==> src/sv/udp_receive_checksum_port_match_top_assert.svh <==
// assertion macros for the udp receive checksum and port match block
// no dependencies; used by the top level only
`ifndef UDP_RECEIVE_CHECKSUM_PORT_MATCH_TOP_ASSERT_SVH
`define UDP_RECEIVE_CHECKSUM_PORT_MATCH_TOP_ASSERT_SVH

`ifndef SYNTHESIS

// same-cycle implication
`define UDP_RCM_ASSERT_NOW(label, clk, rst_n, ante, cons) \
	label: assert property (@(posedge clk) disable iff (!rst_n) (ante) |-> (cons)) \
		else $error("udp_rcm assertion failed");

// next-cycle implication
`define UDP_RCM_ASSERT_NEXT(label, clk, rst_n, ante, cons) \
	label: assert property (@(posedge clk) disable iff (!rst_n) (ante) |=> (cons)) \
		else $error("udp_rcm assertion failed");

`else

`define UDP_RCM_ASSERT_NOW(label, clk, rst_n, ante, cons)
`define UDP_RCM_ASSERT_NEXT(label, clk, rst_n, ante, cons)

`endif

`endif

==> src/sv/udp_rcm_pkg.sv <==
// shared types and constants for the udp receive checksum and port match block
// no dependencies
package udp_rcm_pkg;

	localparam int PORT_ENTRIES = 8;
	localparam int ENTRY_IDX_W  = (PORT_ENTRIES > 1) ? $clog2(PORT_ENTRIES) : 1;

	localparam logic [15:0] PROTO_UDP   = 16'd17;
	localparam logic [15:0] UDP_HDR_LEN = 16'd8;
	localparam logic [15:0] IDX_CSUM_HI = 16'd6;
	localparam logic [15:0] IDX_CSUM_LO = 16'd7;
	localparam logic [15:0] IDX_SPORT_HI = 16'd0;
	localparam logic [15:0] IDX_SPORT_LO = 16'd1;
	localparam logic [15:0] IDX_DPORT_HI = 16'd2;
	localparam logic [15:0] IDX_DPORT_LO = 16'd3;
	localparam logic [15:0] IDX_LIMIT   = 16'hFFFF;

	typedef enum logic [1:0] {
		CMD_BYTE  = 2'd0,
		CMD_OPEN  = 2'd1,
		CMD_CLOSE = 2'd2,
		CMD_NONE  = 2'd3
	} cmd_t;

	typedef enum logic [2:0] {
		ST_OK       = 3'd0,
		ST_SHORT    = 3'd1,
		ST_BAD_CSUM = 3'd2,
		ST_NO_PORT  = 3'd3,
		ST_OVERSIZE = 3'd4,
		ST_FULL     = 3'd5
	} status_t;

	localparam logic KIND_VERDICT = 1'b0;
	localparam logic KIND_ACK     = 1'b1;

	typedef struct packed {
		logic        open;
		logic        close;
		logic [15:0] port;
		logic [3:0]  handler;
	} tbl_req_t;

	typedef struct packed {
		logic       hit;
		logic       full;
		logic [3:0] handler;
	} tbl_rsp_t;

	typedef struct packed {
		logic        oversize;
		logic        too_short;
		logic        csum_ok;
		logic [15:0] sport;
		logic [15:0] dport;
		logic [15:0] plen;
	} dg_verdict_t;

endpackage

==> src/sv/udp_rcm_port_table.sv <==
// open port table: parallel lookup, open and close edits
// depends on udp_rcm_pkg
module udp_rcm_port_table (
	input  logic                clk,
	input  logic                arst_n,
	input  udp_rcm_pkg::tbl_req_t req,
	output udp_rcm_pkg::tbl_rsp_t rsp
);
	import udp_rcm_pkg::*;

	logic [PORT_ENTRIES-1:0] valid_q;
	logic [15:0]             port_q    [PORT_ENTRIES];
	logic [3:0]              handler_q [PORT_ENTRIES];

	logic [PORT_ENTRIES-1:0] hit_vec;
	logic [ENTRY_IDX_W-1:0]  hit_idx;
	logic [ENTRY_IDX_W-1:0]  free_idx;
	logic [ENTRY_IDX_W-1:0]  wr_idx;
	logic                    any_free;
	logic [3:0]              hit_handler;
	logic                    do_write;

	always_comb begin
		hit_idx     = '0;
		free_idx    = '0;
		any_free    = 1'b0;
		hit_handler = '0;
		for (int i = 0; i < PORT_ENTRIES; i++) begin
			hit_vec[i] = valid_q[i] && (port_q[i] == req.port);
			// ports are unique in the table, so an or of the masked handlers is the match
			if (hit_vec[i]) begin
				hit_handler = hit_handler | handler_q[i];
			end
		end
		// lowest index wins
		for (int i = PORT_ENTRIES - 1; i >= 0; i--) begin
			if (hit_vec[i]) begin
				hit_idx = ENTRY_IDX_W'(i);
			end
			if (!valid_q[i]) begin
				free_idx = ENTRY_IDX_W'(i);
				any_free = 1'b1;
			end
		end
	end

	assign wr_idx      = (|hit_vec) ? hit_idx : free_idx;
	assign rsp.hit     = |hit_vec;
	assign rsp.full    = !(|hit_vec) && !any_free;
	assign rsp.handler = hit_handler;
	assign do_write    = req.open && !rsp.full;

	always_ff @(posedge clk or negedge arst_n) begin
		if (!arst_n) begin
			valid_q <= '0;
		end else if (do_write) begin
			valid_q[wr_idx] <= 1'b1;
		end else if (req.close) begin
			valid_q <= valid_q & ~hit_vec;
		end
	end

	always_ff @(posedge clk) begin
		if (do_write) begin
			port_q[wr_idx]    <= req.port;
			handler_q[wr_idx] <= req.handler;
		end
	end

endmodule

==> src/sv/udp_rcm_dgram.sv <==
// datagram byte accumulator: header capture, running ones' complement sum and verdict terms
// depends on udp_rcm_pkg
module udp_rcm_dgram (
	input  logic                   clk,
	input  logic                   arst_n,
	input  logic                   step,
	input  logic [7:0]             data_byte,
	input  logic                   last_byte,
	input  logic [31:0]            source_address,
	input  logic [31:0]            local_ip,
	output udp_rcm_pkg::dg_verdict_t verdict
);
	import udp_rcm_pkg::*;

	logic [15:0] byte_count_q;
	logic        too_long_q;
	logic [15:0] running_sum_q;
	logic [7:0]  held_high_q;
	logic [15:0] rx_csum_q;
	logic [15:0] src_port_q;
	logic [15:0] dst_port_q;
	logic [31:0] src_ip_q;

	logic        at_limit;
	logic        active;
	logic [7:0]  v;
	logic [15:0] cur_word;
	logic [16:0] step_sum;
	logic [15:0] sum_next;
	logic [15:0] n_new;
	logic [18:0] total;
	logic [16:0] fold1;
	logic [15:0] fold2;
	logic [15:0] calc;
	logic [15:0] rx_csum;

	assign at_limit = (byte_count_q == IDX_LIMIT);
	assign active   = !too_long_q && !at_limit;
	// checksum field bytes count as zero
	assign v = ((byte_count_q == IDX_CSUM_HI) || (byte_count_q == IDX_CSUM_LO)) ? 8'h00
		: data_byte;
	// odd index completes a word; even index is a zero padded tail if it is the last
	assign cur_word = byte_count_q[0] ? {held_high_q, v} : {v, 8'h00};
	assign step_sum = {1'b0, running_sum_q} + {1'b0, cur_word};
	assign sum_next = step_sum[15:0] + {15'b0, step_sum[16]};
	assign n_new    = byte_count_q + 16'd1;

	// end-around carry sum over the pseudo-header and the last word in one go
	assign total = 19'(running_sum_q) + 19'(cur_word)
		+ 19'(src_ip_q[31:16]) + 19'(src_ip_q[15:0])
		+ 19'(local_ip[31:16]) + 19'(local_ip[15:0])
		+ 19'(PROTO_UDP) + 19'(n_new);
	assign fold1 = {1'b0, total[15:0]} + {14'b0, total[18:16]};
	assign fold2 = fold1[15:0] + {15'b0, fold1[16]};
	assign calc  = ~fold2;

	assign rx_csum = (byte_count_q == IDX_CSUM_LO) ? {rx_csum_q[15:8], data_byte} : rx_csum_q;

	assign verdict.oversize  = !active;
	assign verdict.too_short = n_new < UDP_HDR_LEN;
	assign verdict.csum_ok   = (rx_csum == calc) || (rx_csum == 16'h0000)
		|| ((calc == 16'h0000) && (rx_csum == 16'hFFFF));
	assign verdict.sport     = src_port_q;
	assign verdict.dport     = dst_port_q;
	assign verdict.plen      = n_new - UDP_HDR_LEN;

	always_ff @(posedge clk or negedge arst_n) begin
		if (!arst_n) begin
			byte_count_q  <= '0;
			too_long_q    <= 1'b0;
			running_sum_q <= '0;
			held_high_q   <= '0;
			rx_csum_q     <= '0;
			src_port_q    <= '0;
			dst_port_q    <= '0;
			src_ip_q      <= '0;
		end else if (step) begin
			if (last_byte) begin
				byte_count_q  <= '0;
				too_long_q    <= 1'b0;
				running_sum_q <= '0;
				held_high_q   <= '0;
				rx_csum_q     <= '0;
				src_port_q    <= '0;
				dst_port_q    <= '0;
				src_ip_q      <= '0;
			end else if (active) begin
				byte_count_q <= n_new;
				if (byte_count_q[0]) begin
					running_sum_q <= sum_next;
				end else begin
					held_high_q <= v;
				end
				if (byte_count_q == IDX_SPORT_HI) begin
					src_ip_q          <= source_address;
					src_port_q[15:8]  <= data_byte;
				end
				if (byte_count_q == IDX_SPORT_LO) begin
					src_port_q[7:0] <= data_byte;
				end
				if (byte_count_q == IDX_DPORT_HI) begin
					dst_port_q[15:8] <= data_byte;
				end
				if (byte_count_q == IDX_DPORT_LO) begin
					dst_port_q[7:0] <= data_byte;
				end
				if (byte_count_q == IDX_CSUM_HI) begin
					rx_csum_q[15:8] <= data_byte;
				end
				if (byte_count_q == IDX_CSUM_LO) begin
					rx_csum_q[7:0] <= data_byte;
				end
			end else if (!too_long_q) begin
				too_long_q <= 1'b1;
			end
		end
	end

endmodule

==> src/sv/udp_receive_checksum_port_match_top.sv <==
// an accepted transaction is held in the stage register, then its result in the result register
// throughput: one transaction per cycle; a held result stalls the input only when the
// stage register is also full
// reset clears the port table valid bits, the datagram state, local_ip and both stages
// depends on udp_rcm_pkg, udp_rcm_dgram, udp_rcm_port_table and the assertion header
module udp_receive_checksum_port_match_top (
	input  logic        clk,
	input  logic        arst_n,
	input  logic        local_ip_we,
	input  logic [31:0] local_ip_wdata,
	input  logic        item_valid,
	output logic        item_stall,
	input  logic [1:0]  cmd,
	input  logic [7:0]  data_byte,
	input  logic        last_byte,
	input  logic [31:0] source_address,
	input  logic [15:0] port_number,
	input  logic [3:0]  handler_id,
	output logic        result_valid,
	input  logic        result_stall,
	output logic        kind,
	output logic [2:0]  status,
	output logic [3:0]  target_handler,
	output logic [15:0] sender_port,
	output logic [15:0] receiver_port,
	output logic [15:0] payload_length
);
	import udp_rcm_pkg::*;

`include "udp_receive_checksum_port_match_top_assert.svh"

	logic [31:0] local_ip_q;

	logic        valid_s1;
	cmd_t        cmd_s1;
	logic [7:0]  data_s1;
	logic        last_s1;
	logic [31:0] src_s1;
	logic [15:0] port_s1;
	logic [3:0]  handler_s1;

	logic        res_valid_q;
	logic        kind_q;
	status_t     status_q;
	logic [3:0]  target_q;
	logic [15:0] sport_q;
	logic [15:0] dport_q;
	logic [15:0] plen_q;

	logic        advance;
	logic        accept_in;
	logic        fire;
	logic        is_byte;
	logic        is_open;
	logic        is_close;
	logic        produce;

	tbl_req_t    tbl_req;
	tbl_rsp_t    tbl_rsp;
	dg_verdict_t verdict;

	logic        kind_d;
	status_t     status_d;
	logic [3:0]  target_d;
	logic [15:0] sport_d;
	logic [15:0] dport_d;
	logic [15:0] plen_d;

	assign advance    = !res_valid_q || !result_stall;
	assign item_stall = valid_s1 && !advance;
	assign accept_in  = item_valid && !item_stall;
	assign fire       = valid_s1 && advance;
	assign is_byte    = (cmd_s1 == CMD_BYTE);
	assign is_open    = (cmd_s1 == CMD_OPEN);
	assign is_close   = (cmd_s1 == CMD_CLOSE);
	assign produce    = fire && (is_open || is_close || (is_byte && last_s1));

	always_ff @(posedge clk or negedge arst_n) begin
		if (!arst_n) begin
			local_ip_q <= '0;
		end else if (local_ip_we) begin
			local_ip_q <= local_ip_wdata;
		end
	end

	// the stage loads whenever it is empty or moving on
	always_ff @(posedge clk or negedge arst_n) begin
		if (!arst_n) begin
			valid_s1 <= 1'b0;
		end else if (!item_stall) begin
			valid_s1 <= item_valid;
		end
	end

	always_ff @(posedge clk) begin
		if (accept_in) begin
			cmd_s1     <= cmd_t'(cmd);
			data_s1    <= data_byte;
			last_s1    <= last_byte;
			src_s1     <= source_address;
			port_s1    <= port_number;
			handler_s1 <= handler_id;
		end
	end

	// datagram bytes look up their destination port, commands their own port
	assign tbl_req.open    = fire && is_open;
	assign tbl_req.close   = fire && is_close;
	assign tbl_req.port    = is_byte ? verdict.dport : port_s1;
	assign tbl_req.handler = handler_s1;

	udp_rcm_port_table u_table (
		.clk    (clk),
		.arst_n (arst_n),
		.req    (tbl_req),
		.rsp    (tbl_rsp)
	);

	udp_rcm_dgram u_dgram (
		.clk            (clk),
		.arst_n         (arst_n),
		.step           (fire && is_byte),
		.data_byte      (data_s1),
		.last_byte      (last_s1),
		.source_address (src_s1),
		.local_ip       (local_ip_q),
		.verdict        (verdict)
	);

	always_comb begin
		kind_d   = KIND_VERDICT;
		status_d = ST_OK;
		target_d = '0;
		sport_d  = '0;
		dport_d  = '0;
		plen_d   = '0;
		if (!is_byte) begin
			kind_d  = KIND_ACK;
			dport_d = port_s1;
			if (is_open) begin
				target_d = handler_s1;
				status_d = tbl_rsp.full ? ST_FULL : ST_OK;
			end
		end else begin
			priority if (verdict.oversize) begin
				status_d = ST_OVERSIZE;
			end else if (verdict.too_short) begin
				status_d = ST_SHORT;
			end else begin
				sport_d = verdict.sport;
				dport_d = verdict.dport;
				plen_d  = verdict.plen;
				priority if (!verdict.csum_ok) begin
					status_d = ST_BAD_CSUM;
				end else if (!tbl_rsp.hit) begin
					status_d = ST_NO_PORT;
				end else begin
					status_d = ST_OK;
					target_d = tbl_rsp.handler;
				end
			end
		end
	end

	always_ff @(posedge clk or negedge arst_n) begin
		if (!arst_n) begin
			res_valid_q <= 1'b0;
		end else if (advance) begin
			res_valid_q <= produce;
		end
	end

	always_ff @(posedge clk) begin
		if (produce) begin
			kind_q   <= kind_d;
			status_q <= status_d;
			target_q <= target_d;
			sport_q  <= sport_d;
			dport_q  <= dport_d;
			plen_q   <= plen_d;
		end
	end

	assign result_valid   = res_valid_q;
	assign kind           = kind_q;
	assign status         = status_q;
	assign target_handler = target_q;
	assign sender_port    = sport_q;
	assign receiver_port  = dport_q;
	assign payload_length = plen_q;

	`UDP_RCM_ASSERT_NOW(a_stall_cause, clk, arst_n, item_stall, res_valid_q && result_stall && valid_s1)
	`UDP_RCM_ASSERT_NEXT(a_cmd_acked, clk, arst_n, fire && (is_open || is_close), res_valid_q && (kind_q == KIND_ACK))
	`UDP_RCM_ASSERT_NEXT(a_mid_byte_quiet, clk, arst_n, fire && is_byte && !last_s1, !res_valid_q)
	`UDP_RCM_ASSERT_NOW(a_full_is_ack, clk, arst_n, res_valid_q && (status_q == ST_FULL), kind_q == KIND_ACK)

endmodule

==> config.mk <==
export PLATFORM = sky130hd
export DESIGN_NAME = udp_receive_checksum_port_match_top
export DESIGN_NICKNAME = d
export VERILOG_FILES = /design/src/sv/udp_rcm_pkg.sv /design/src/sv/udp_rcm_port_table.sv /design/src/sv/udp_rcm_dgram.sv /design/src/sv/udp_receive_checksum_port_match_top.sv
export VERILOG_INCLUDE_DIRS = /design/src /design/src/sv
export SDC_FILE = /design/constraint.sdc
export NUM_CORES = 1
export LEC_CHECK = 0
export BUFFER_PORTS_ARGS = -buffer_cell sky130_fd_sc_hd__buf_2
export CAP_MARGIN = 20
export CORE_MARGIN = 5
export CORE_UTILIZATION = 55
export CTS_CLUSTER_DIAMETER = 30
export CTS_CLUSTER_SIZE = 14
export DETAILED_ROUTE_END_ITERATION = 6
export HOLD_SLACK_MARGIN = 0.03
export PLACE_DENSITY = 0.74
export REMOVE_ABC_BUFFERS = 1
export SLEW_MARGIN = 20
export SYNTH_ARGS = -nofsm -noshare
export SYNTH_HDL_FRONTEND = slang
export SYNTH_SLANG_ARGS = --single-unit
==> constraint.sdc <==
create_clock -name clk -period 11.15 [get_ports clk]
set_input_delay 0.5575 -clock clk [delete_from_list [all_inputs] [get_ports clk]]
set_output_delay 0.5575 -clock clk [all_outputs]
set_load 0.03 [all_outputs]
# Yosys cells after proc, flatten, opt, wreduce, memory -nomap -nowiden
# Memory sizes are Yosys's and may differ from the RTL's.
# Cells that the tools add are included.
[totals]
regBits = 282
ram_bits = 160
memories = 2
[op_classes]
muxes = 85
n_bitwise = 13
reduce_logical = 61
n_eq_ne = 20
magnitude_cmp = 3
n_addsub = 13
[memory_table]
columns = ["memory", "depth", "width", "rd", "rd_ports_with_merged_regs", "wr", "line_no", "rtl"]
rows = [
  ["u_table.port_q", 8, 16, 8, 0, 1, "udp_rcm_port_table.sv:12", "logic [15:0] port_q [PORT_ENTRIES];"],
  ["u_table.handler_q", 8, 4, 8, 0, 1, "udp_rcm_port_table.sv:13", "logic [3:0] handler_q [PORT_ENTRIES];"],
]
[op_table]
columns = ["cell", "n"]
rows = [
  ["$mux W16", 16],
  ["$eq A16 B16 Y1", 9],
  ["$mux W8", 13],
  ["$mux W32", 3],
  ["$add A19 B16 Y19", 5],
  ["$mux W3", 21],
  ["$mux W4", 14],
  ["$logic_not A16 Y1", 3],
  ["$add A16 B16 Y17", 2],
  ["$add A16 B1 Y16", 2],
  ["$eq A16 B16 Y1 const B", 2],
  ["$eq A16 B2 Y1 const B", 2],
  ["$eq A16 B3 Y1 const B", 2],
  ["$or A4 B4 Y4", 7],
  ["$reduce_and A3 Y1", 8],
  ["$logic_and A1 B1 Y1", 21],
  ["$add A19 B5 Y19 const B", 1],
  ["$reduce_bool A2 Y1", 9],
  ["$add A16 B3 Y17", 1],
  ["$add A16 B1 Y16 const B", 1],
  ["$eq A16 B1 Y1 const B", 1],
  ["$lt A16 B4 Y1 const B", 1],
  ["$not A16 Y16", 1],
  ["$sub A16 B4 Y16 const B", 1],
  ["18 further kinds", 49],
]

# Logic depth before layout (Yosys ltp)
# Gate-level depths: netlist of run 1.
[depth]
depth_word = 24
mapped_depth = 54
depth_no_buf = 53

# Hierarchy
# A second synthesis of run 1 with hierarchy kept.
[unflattened]
hier_cells = 2129
hier_area_um2 = 24509.8
[modules_own_cells]
columns = ["mod", "seq_area_each_um2", "n_inst", "area_per_inst_um2", "cells_per_inst"]
rows = [
  ["udp_rcm_dgram", 3027.9, 1, 11576.1, 1341],
  ["udp_rcm_port_table", 5004.8, 1, 7332.0, 447],
  ["udp_receive_checksum_port_match_top", 4424.2, 1, 5601.6, 341],
]

# Least setup slack after synthesis of run 1
# OpenSTA, ideal clock, no wires.
[synth_path]
path_type = "reg-to-reg"
startpoint = "register u_dgram.byte_count_q[0]"
endpoint = "register status_q[1] (netlist: status[1]), data pin"
arrival_time_ns = 11.574
slack_ns = -0.678
setup_ns = 0.254
n_path_buf = 1
path_stages_with_launch = 50
required_time_ns = 10.896
path_cell_list = "dfrtp_1 -> clkbuf_1 -> inv_1 -> ha_1 -> o21ai_0 -> nor2_1 -> nor2_1 -> nand2_1 -> inv_1 -> ha_1 -> a21o_1 -> a21oi_1 -> o21ai_0 -> a2111oi_0 -> o31ai_1 -> a221o_1 -> xnor2_1 -> fa_1 -> (+14 left out) -> xnor2_1 -> ha_1 -> nor2b_1 -> o21ai_0 -> or3_1 -> or2_2 -> nor4bb_1 -> ha_1 -> ha_1 -> nand3_1 -> a211oi_2 -> nor3b_1 -> xor2_1 -> xnor2_1 -> nand4_1 -> nor3_1 -> a31oi_4 -> o21a_1"
[synth_between]
elab_cells_between_ends = 32
cone_classes = "add/sub (10); order compare (1); eq/ne (5); mux (7); bitwise (1); reduce/logical (8)"
[synth_lines]
columns = ["item", "line_no", "rtl"]
rows = [
  ["from (decl)", "udp_rcm_dgram.sv:15", "logic [15:0] byte_count_q;"],
  ["from (signal assigned)", "udp_rcm_dgram.sv:88", "byte_count_q <= n_new;"],
  ["$add A16 B1 Y16 (*)", "udp_rcm_dgram.sv:46", "assign n_new = byte_count_q + 16'd1;"],
  ["net u_dgram.n_new[0]", "udp_rcm_dgram.sv:30", "logic [15:0] n_new;"],
  ["$add A19 B16 Y19", "udp_rcm_dgram.sv:52", "+ 19'(PROTO_UDP) + 19'(n_new);"],
  ["$add A16 B3 Y17", "udp_rcm_dgram.sv:53", "assign fold1 = {1'b0, total[15:0]} + {14'b0, total[18:16]};"],
  ["$add A16 B1 Y16", "udp_rcm_dgram.sv:54", "assign fold2 = fold1[15:0] + {15'b0, fold1[16]};"],
  ["$not A16 Y16", "udp_rcm_dgram.sv:55", "assign calc = ~fold2;"],
  ["$eq A16 B16 Y1 or $logic_not A16 Y1 (tied branches)", "udp_rcm_dgram.sv:61, udp_rcm_dgram.sv:62", ""],
  ["$logic_or A1 B1 Y1 or $logic_and A1 B1 Y1 (tied branches)", "udp_rcm_dgram.sv:61, udp_rcm_dgram.sv:62", ""],
  ["$logic_or A1 B1 Y1", "udp_rcm_dgram.sv:62", "|| ((calc == 16'h0000) && (rx_csum == 16'hFFFF));"],
  ["$mux W2", "udp_receive_checksum_port_match_top.sv:153", "priority if (!verdict.csum_ok) begin"],
  ["$mux W2 (*)", "udp_receive_checksum_port_match_top.sv:147", "end else if (verdict.too_short) begin"],
  ["$mux W3 (*)", "udp_receive_checksum_port_match_top.sv:145", "priority if (verdict.oversize) begin"],
  ["$mux W3 (*)", "udp_receive_checksum_port_match_top.sv:137", "if (!is_byte) begin"],
  ["to (signal assigned)", "udp_receive_checksum_port_match_top.sv:176", "status_q <= status_d;"],
  ["to (decl)", "udp_receive_checksum_port_match_top.sv:44", "status_t status_q;"],
]
# Mark *: on every way through the listed nets, which the timed path passes. The rest lies on a longest branch.
# A chain may end at the register's enable or synchronous reset.

# Worst setup path in the final report of run 1
[layout_path]
startpoint = "register u_dgram.byte_count_q[15]"
endpoint = "register status_q[0] (netlist: status[0]), data pin"
[layout_between]
elab_chain_cells = 21
elab_cells_between_ends = 32
cone_classes = "add/sub (10); order compare (1); eq/ne (5); mux (7); bitwise (1); reduce/logical (8)"
[layout_rtl]
columns = ["item", "line_no", "rtl"]
rows = [
  ["$eq A16 B3 Y1, on equally long branches", "udp_rcm_dgram.sv:40, udp_rcm_dgram.sv:57", ""],
  ["$logic_or A1 B1 Y1", "udp_rcm_dgram.sv:40", "assign v = ((byte_count_q == IDX_CSUM_HI) || (byte_count_q == IDX_CSUM_LO)) ? 8'h00"],
  ["$mux W8", "udp_rcm_dgram.sv:40", ""],
  ["$mux W16", "udp_rcm_dgram.sv:43", "assign cur_word = byte_count_q[0] ? {held_high_q, v} : {v, 8'h00};"],
  ["$add A16 B16 Y17", "udp_rcm_dgram.sv:49", "assign total = 19'(running_sum_q) + 19'(cur_word)"],
  ["$add A19 B16 Y19 (2 in a row)", "udp_rcm_dgram.sv:50", "+ 19'(src_ip_q[31:16]) + 19'(src_ip_q[15:0])"],
  ["$add A19 B16 Y19 (2 in a row)", "udp_rcm_dgram.sv:51", "+ 19'(local_ip[31:16]) + 19'(local_ip[15:0])"],
  ["$add A19 B5 Y19", "udp_rcm_dgram.sv:52", ""],
  ["(+4 left out)", "n/a", ""],
  ["$eq A16 B16 Y1 or $logic_not A16 Y1 (tied branches)", "udp_rcm_dgram.sv:61, udp_rcm_dgram.sv:62", ""],
  ["$logic_or A1 B1 Y1 or $logic_and A1 B1 Y1 (tied branches)", "udp_rcm_dgram.sv:61, udp_rcm_dgram.sv:62", ""],
  ["$logic_or A1 B1 Y1", "udp_rcm_dgram.sv:62", ""],
  ["$mux W2", "udp_receive_checksum_port_match_top.sv:153", ""],
  ["$mux W2", "udp_receive_checksum_port_match_top.sv:147", ""],
  ["$mux W3 (*)", "udp_receive_checksum_port_match_top.sv:145", ""],
  ["$mux W3 (*)", "udp_receive_checksum_port_match_top.sv:137", ""],
  ["net status_d[0]", "udp_receive_checksum_port_match_top.sv:63", "status_t status_d;"],
]
# Marked as above.

==> run summary, run 1 <==
status = completed
DRT iter0 DRCs = 1,308
total of max-cap violations = 0
largest net degree at the start of global routing = 93
DRC = 0
final setup fails = 0
FP Rows = 74
Antenna diodes = 0
Post-Route WL = 61.1 mm
Fmax = 0.0902 GHz
DR WL/cell = 21.3 µm
Clock Path Buffers = 3
core area = 41,000 µm²
endpoint type of the worst setup path = flip-flop
Tmin final = 11.08 ns
RSZ-0062 raised after global routing = yes
Die Width = 214 µm
starting density of the core = 55.9%
htree depth = 3
port bufs = 157
detailed-route via count = 16,400
total grt overflow = 0
Top Usage Layer GRT = met2
sequential-to-total area share from yosys stat = 54.3%
M1 GR Usage = 38.5%
largest cells by area after synthesis = edfxtp_1 (37%), dfrtp_1 (18%), xnor2_1 (7.1%)
placed instance count = 2,678
WHS Path Cells = 1
Reg clk slew, reported paths = 0.05 ns
Mapped Area = 22,900 µm²
clk_lat worst skew = 0.64 ns
Final Net Count = 2,487
GR Util met2 = 40.0%
Crit Path Class = reg -> reg
critical path arrival = 11.53 ns
Layout Cells excl Fill = 2,868
GRT Total Usage = 26.3%
layout cells sized above 1 = 24.7%
Slew HR = 33.1%
chip height = 214 µm
Post-synth EDFFs = 279
Via-to-Cell Ratio = 5.71
CTS tree = done
crit start category = flip-flop
drt pass-1 iters = 7
worst hold path class = in -> reg
Synth top area share = 36.5%
most used cell, CP = ha_4
share of flip-flops with an asynchronous set or reset = 36.9%
Area Overhead vs Synth = 26.3%
Fill cells = 2,821
die area = 45,900 µm²
#FFs+latches synth = 442
Synth Instances = 1,920
global-route wire length before repair = 95.0 mm
Slew Limit Fails = 0
commonest register cell after synthesis = edfxtp_1
synthesized area per cell = 11.9 µm²
total CTS buffers = 94
slowest CP cell = fa_1
met3 GRT Util = 5.93%
placer's final routability congestion estimate = 0.961
reg2reg path depth = 51
Layout Skew = 0.0346 ns
Final ANT Viol Nets = 0
initial antenna violation count = 0
Ys Warns = 0
vias in the first global route = 16,800
Root Buffer = clkbuf_16
HPWL after DPL = 42.5 mm
Cell variety after synth = 85
worst path required time = 11.60 ns
Final Hold Fails = 0
IO Pins = 158
Max FO, Critical Path = 4
Worst-Margin Slew = 1.00 ns
CTS sink count = 442
final worst-path cycle share = 99.4%
area leader, netlist = edfxtp_1
max incr delay on CP = 0.52 ns
[cell families (layout without fill, tap and decap cells)]
kind of cell	after synthesis	count (layout)	synth area share, %
mux	39	39	2.54
fa+ha+maj	132	132	9.26
flops	442	442	54.3
buf+inv	220	636	3.67
simple gates	515	515	11.5
xor+xnor	228	228	8.77
compound gates	344	344	9.99
[metrics by stage]
stage / cell area, µm² / setup TNS, ns / utilization (%) / setup WS [ns] / hold WS (ns)
6_report: 29000 / 0 / 70.6 / 0.0693 / 0.0971
5_1_grt: 29000 / -1.88 / 70.6 / -0.343 / 0.0687
4_1_cts: 28600 / 0 / 69.7 / 0.00581 / 0.0625
3_5_place_dp: 25100 / -3.73 / 61.3 / -0.647 / 0.465
3_3_place_gp: 25100 / -1.73 / 61.3 / -0.313 / 0.459
2_1_floorplan: 22700 / -3.71 / - / -0.730 / 0.262
[metal layers]
| layer | vias to the layer above | wire, µm |
|---|---|---|
| li1 | 7471 | - |
| met1 | 8098 | 27100 |
| met2 | 704 | 27500 |
| met3 | 98 | 5040 |
| met4 | 0 | 1420 |
| met5 | - | 0 |
[Yosys cell counts, drive strengths merged, types with 3 or more instances]
library cell	number
a22oi	9
o211ai	4
nor2b	12
or2	5
o21ai	164
xnor2	188
nor4	51
nor2	81
nor4b	4
o21a	5
mux2i	25
a21oi	37
a221oi	5
buf	6
edfxtp	279
dfrtp	163
nand2	168
a2111oi	5
o21bai	8
mux2	14
and4	3
a311oi	5
a21o	11
and3	15
xor2	40
nand4b	3
a22o	44
a31oi	5
nand2b	49
clkbuf	51
fa	63
or3	9
and2	28
a211oi	7
a21boi	5
nand4	22
a32o	3
ha	69
inv	162
o31ai	10
nor3	18
nand3	40
[cell type report]
cell class / count / area [µm²] / share of cell area (%)
clock inverters: 50 / 676 / 2.33
flip-flops and latches: 442 / 12500 / 43.0
repair buffers: 296 / 1870 / 6.44
clock buffers: 127 / 2610 / 9.01
inverters: 163 / 612 / 2.11
multi-input cells: 1258 / 10100 / 34.8
well taps: 532 / 666 / 2.30
[registers in the layout, indices dropped and copies added, names as in the netlist, 32 cells and up]
register	count
u_table.handler_q	32
src_s1	32
u_table.port_q	128
u_dgram.src_ip_q	32
local_ip_q	32
[repair_timing]
action | 4_1_cts | 5_1_grt
gates resized for setup | 32 | 53
pin swaps | 13 | 55
hold buffers | 1 | 0
endpoints found under the setup margin | 6 | 6
setup buffers | 2 | 9
cloned | 0 | 0
hold endpoints to repair | 11 | 0
[cell usage in the layout, fill, tap and decap left out, types with 13 or more instances in the layout]
cell | Yosys | final
edfxtp_1 | 279 | 279
xnor2_1 | 187 | 183
nand2_1 | 167 | 166
dfrtp_1 | 163 | 163
inv_1 | 162 | 158
buf_2 | 2 | 156
o21ai_0 | 159 | 152
buf_4 | 1 | 135
clkbuf_16 | 0 | 95
nor2_1 | 81 | 78
fa_1 | 63 | 61
ha_1 | 69 | 57
nand2b_1 | 49 | 49
nor4_1 | 49 | 47
a22o_1 | 44 | 44
nand3_1 | 40 | 39
xor2_1 | 39 | 37
a21oi_1 | 34 | 26
and2_1 | 28 | 25
nand4_1 | 22 | 22
clkbuf_1 | 50 | 21
and3_1 | 15 | 14
nor3_1 | 18 | 14
mux2_2 | 14 | 14
mux2i_4 | 13 | 13
[critical path: cells and delay by family, from the launching register on]
family | cells | cell delay [ns]
xor gates and xnor gates | 4 | 0.60
AOI/OAI and AO/OA | 15 | 2.74
adders and majority gates | 10 | 3.08
and+or+nand+nor | 15 | 3.27
muxes | 1 | 0.11
DFF | 1 | 0.38
buffers and inverters | 6 | 0.66
[worst paths after layout]
| path | from | slack [ns] | end |
|---|---|---|---|
| hold reg to reg | u_dgram.src_ip_q[12] | 0.47 | u_dgram.src_ip_q[12] |
| min in group asynchronous | arst_n | 0.57 | u_dgram.src_ip_q[9] |
| setup reg to reg | u_dgram.byte_count_q[15] | 0.07 | status[0] |
| setup / recovery | u_dgram.byte_count_q[15] | 0.07 | status[0] |
| hold / removal | source_address[15] | 0.1 | src_s1[15] |
| max in group asynchronous | arst_n | 9.09 | u_table.valid_q[4] |
Power of run 1 is not shown: default switching activity piles up to over one toggle a cycle in this logic, so the estimate is an artifact.
==> run 2: changes to the inputs <==
--- a/config.mk
+++ b/config.mk
@@ -8,6 +8,7 @@
 export LEC_CHECK = 0
 export BUFFER_PORTS_ARGS = -buffer_cell sky130_fd_sc_hd__buf_2
 export CAP_MARGIN = 20
+export CORE_ASPECT_RATIO = 1.75
 export CORE_MARGIN = 5
 export CORE_UTILIZATION = 55
 export CTS_CLUSTER_DIAMETER = 30
==> run summary, run 2 (same netlist as run 1, synthesis figures left out) <==
global-route wire length before repair = 95.5 mm
HPWL after DPL = 46.4 mm
Fill cells = 3,011
slowest CP cell = fa_2
WHS Path Cells = 1
FP Rows = 99
Clock Path Buffers = 3
port bufs = 157
Antenna diodes = 0
status = completed
initial antenna violation count = 0
Largest Register = u_table.port_q
Fmax = 0.0922 GHz
CTS tree = done
Final Hold Fails = 0
Worst-Margin Slew = 1.13 ns
DR WL/cell = 21.8 µm
max reg flops = 128
detailed-route via count = 16,000
chip height = 280 µm
CTS sink count = 442
DRT iter0 DRCs = 1,006
placer's final routability congestion estimate = 0.952
core area = 41,500 µm²
final worst-path cycle share = 97.3%
Root Buffer = clkbuf_16
total of max-cap violations = 0
Tmin final = 10.85 ns
Hold WS = 0.113 ns
TNS Setup = 0 ns
GRT Total Usage = 27.3%
critical path arrival = 11.21 ns
total CTS buffers = 60
clk_lat worst skew = 0.62 ns
Slew Limit Fails = 0
Layout Skew = 0.0335 ns
drt pass-1 iters = 5
worst path required time = 11.51 ns
worst hold path class = in -> reg
total grt overflow = 0
Via-to-Cell Ratio = 5.59
htree depth = 2
crit start category = flip-flop
Min-Delay Endpoint = port_s1[15]
Die Width = 164 µm
endpoint type of the worst setup path = flip-flop
Area Overhead vs Synth = 23.4%
die area = 46,000 µm²
final setup fails = 0
vias in the first global route = 17,100
layout cells sized above 1 = 25.5%
IO Pins = 158
Max FO, Critical Path = 4
Crit Reg-Reg Startpoint = u_dgram.byte_count_q[0]
most frequent cells in the layout = edfxtp_1 (279), xnor2_1 (183), buf_4 (171), nand2_1 (165), dfrtp_1 (163)
starting density of the core = 55.3%
FF-to-FF End = target_handler[0]
Crit Path Class = reg -> reg
max incr delay on CP = 0.56 ns
RSZ-0062 raised after global routing = yes
placed instance count = 2,734
reg2reg path depth = 54
Final ANT Viol Nets = 0
commonest non-fill, non-tap cell in the layout = edfxtp_1
most used cell, CP = inv_1
Layout Cells excl Fill = 2,865
Post-Route WL = 62.4 mm
Worst Min Path Start = port_number[15]
Reg clk slew, reported paths = 0.06 ns
R2R Setup Slk = 0.30 ns
Final Net Count = 2,490
DRC = 0
largest net degree at the start of global routing = 73
Slew HR = 23.7%
run 2: worst max-delay path: cells and delay by family (launching register included):
kind,cells,cell delay (ns)
fa+ha+maj,11,3.62
simple gates,15,2.57
compound gates,14,2.34
buf+inv,11,1.18
xor+xnor,3,0.54
flops,1,0.34
run 2: timing repair:
item | CTS | global route
setup endpoints to repair | 6 | 6
gates resized for setup | 72 | 40
buffers inserted | 10 | 7
hold buffers | 1 | 0
pin swaps | 52 | 69
hold endpoints to repair | 55 | 0
run 2: how the worst max path moves through the flow:
stage                                         from                end  slack, ns
after floorplan            u_dgram.byte_count_q[0]          status[1]      -0.73
after global placement     u_dgram.byte_count_q[6]          status[1]      -1.02
after detailed placement   u_dgram.byte_count_q[6]          status[1]      -1.21
after CTS                 u_dgram.byte_count_q[15]          status[1]       0.03
after global routing       u_dgram.byte_count_q[0]          status[1]      -0.34
final                      u_dgram.byte_count_q[0]  target_handler[0]       0.30
run 2: metrics by stage:
stage	setup WS, ns	util, %	cell area [µm²]
detailed placement	-1.21	61.3	25400
finish	0.301	68.2	28300
CTS	0.0315	67.5	28000
global route	-0.340	68.2	28300
global placement	-1.02	61.2	25400
floorplan	-0.730	-	22700
run 2: cell type report:
class / count / area (µm²) / area share (%)
clock inverters: 47 / 563 / 1.99
flip-flops and latches: 442 / 12500 / 44.0
clock buffers: 67 / 1590 / 5.62
multi-input cells: 1258 / 10200 / 36.2
well taps: 555 / 694 / 2.45
inverters: 163 / 618 / 2.18
repair buffers: 333 / 2130 / 7.55
run 2: metal layers:
layer	up-vias	wire length [µm]	global-route usage (%)
li1	7450	-	-
met1	7845	20300	27.3
met2	491	34600	51.5
met3	228	2410	3.34
met4	0	5120	18.9
met5	-	0	0
Power of run 2 is left out for the same reason.
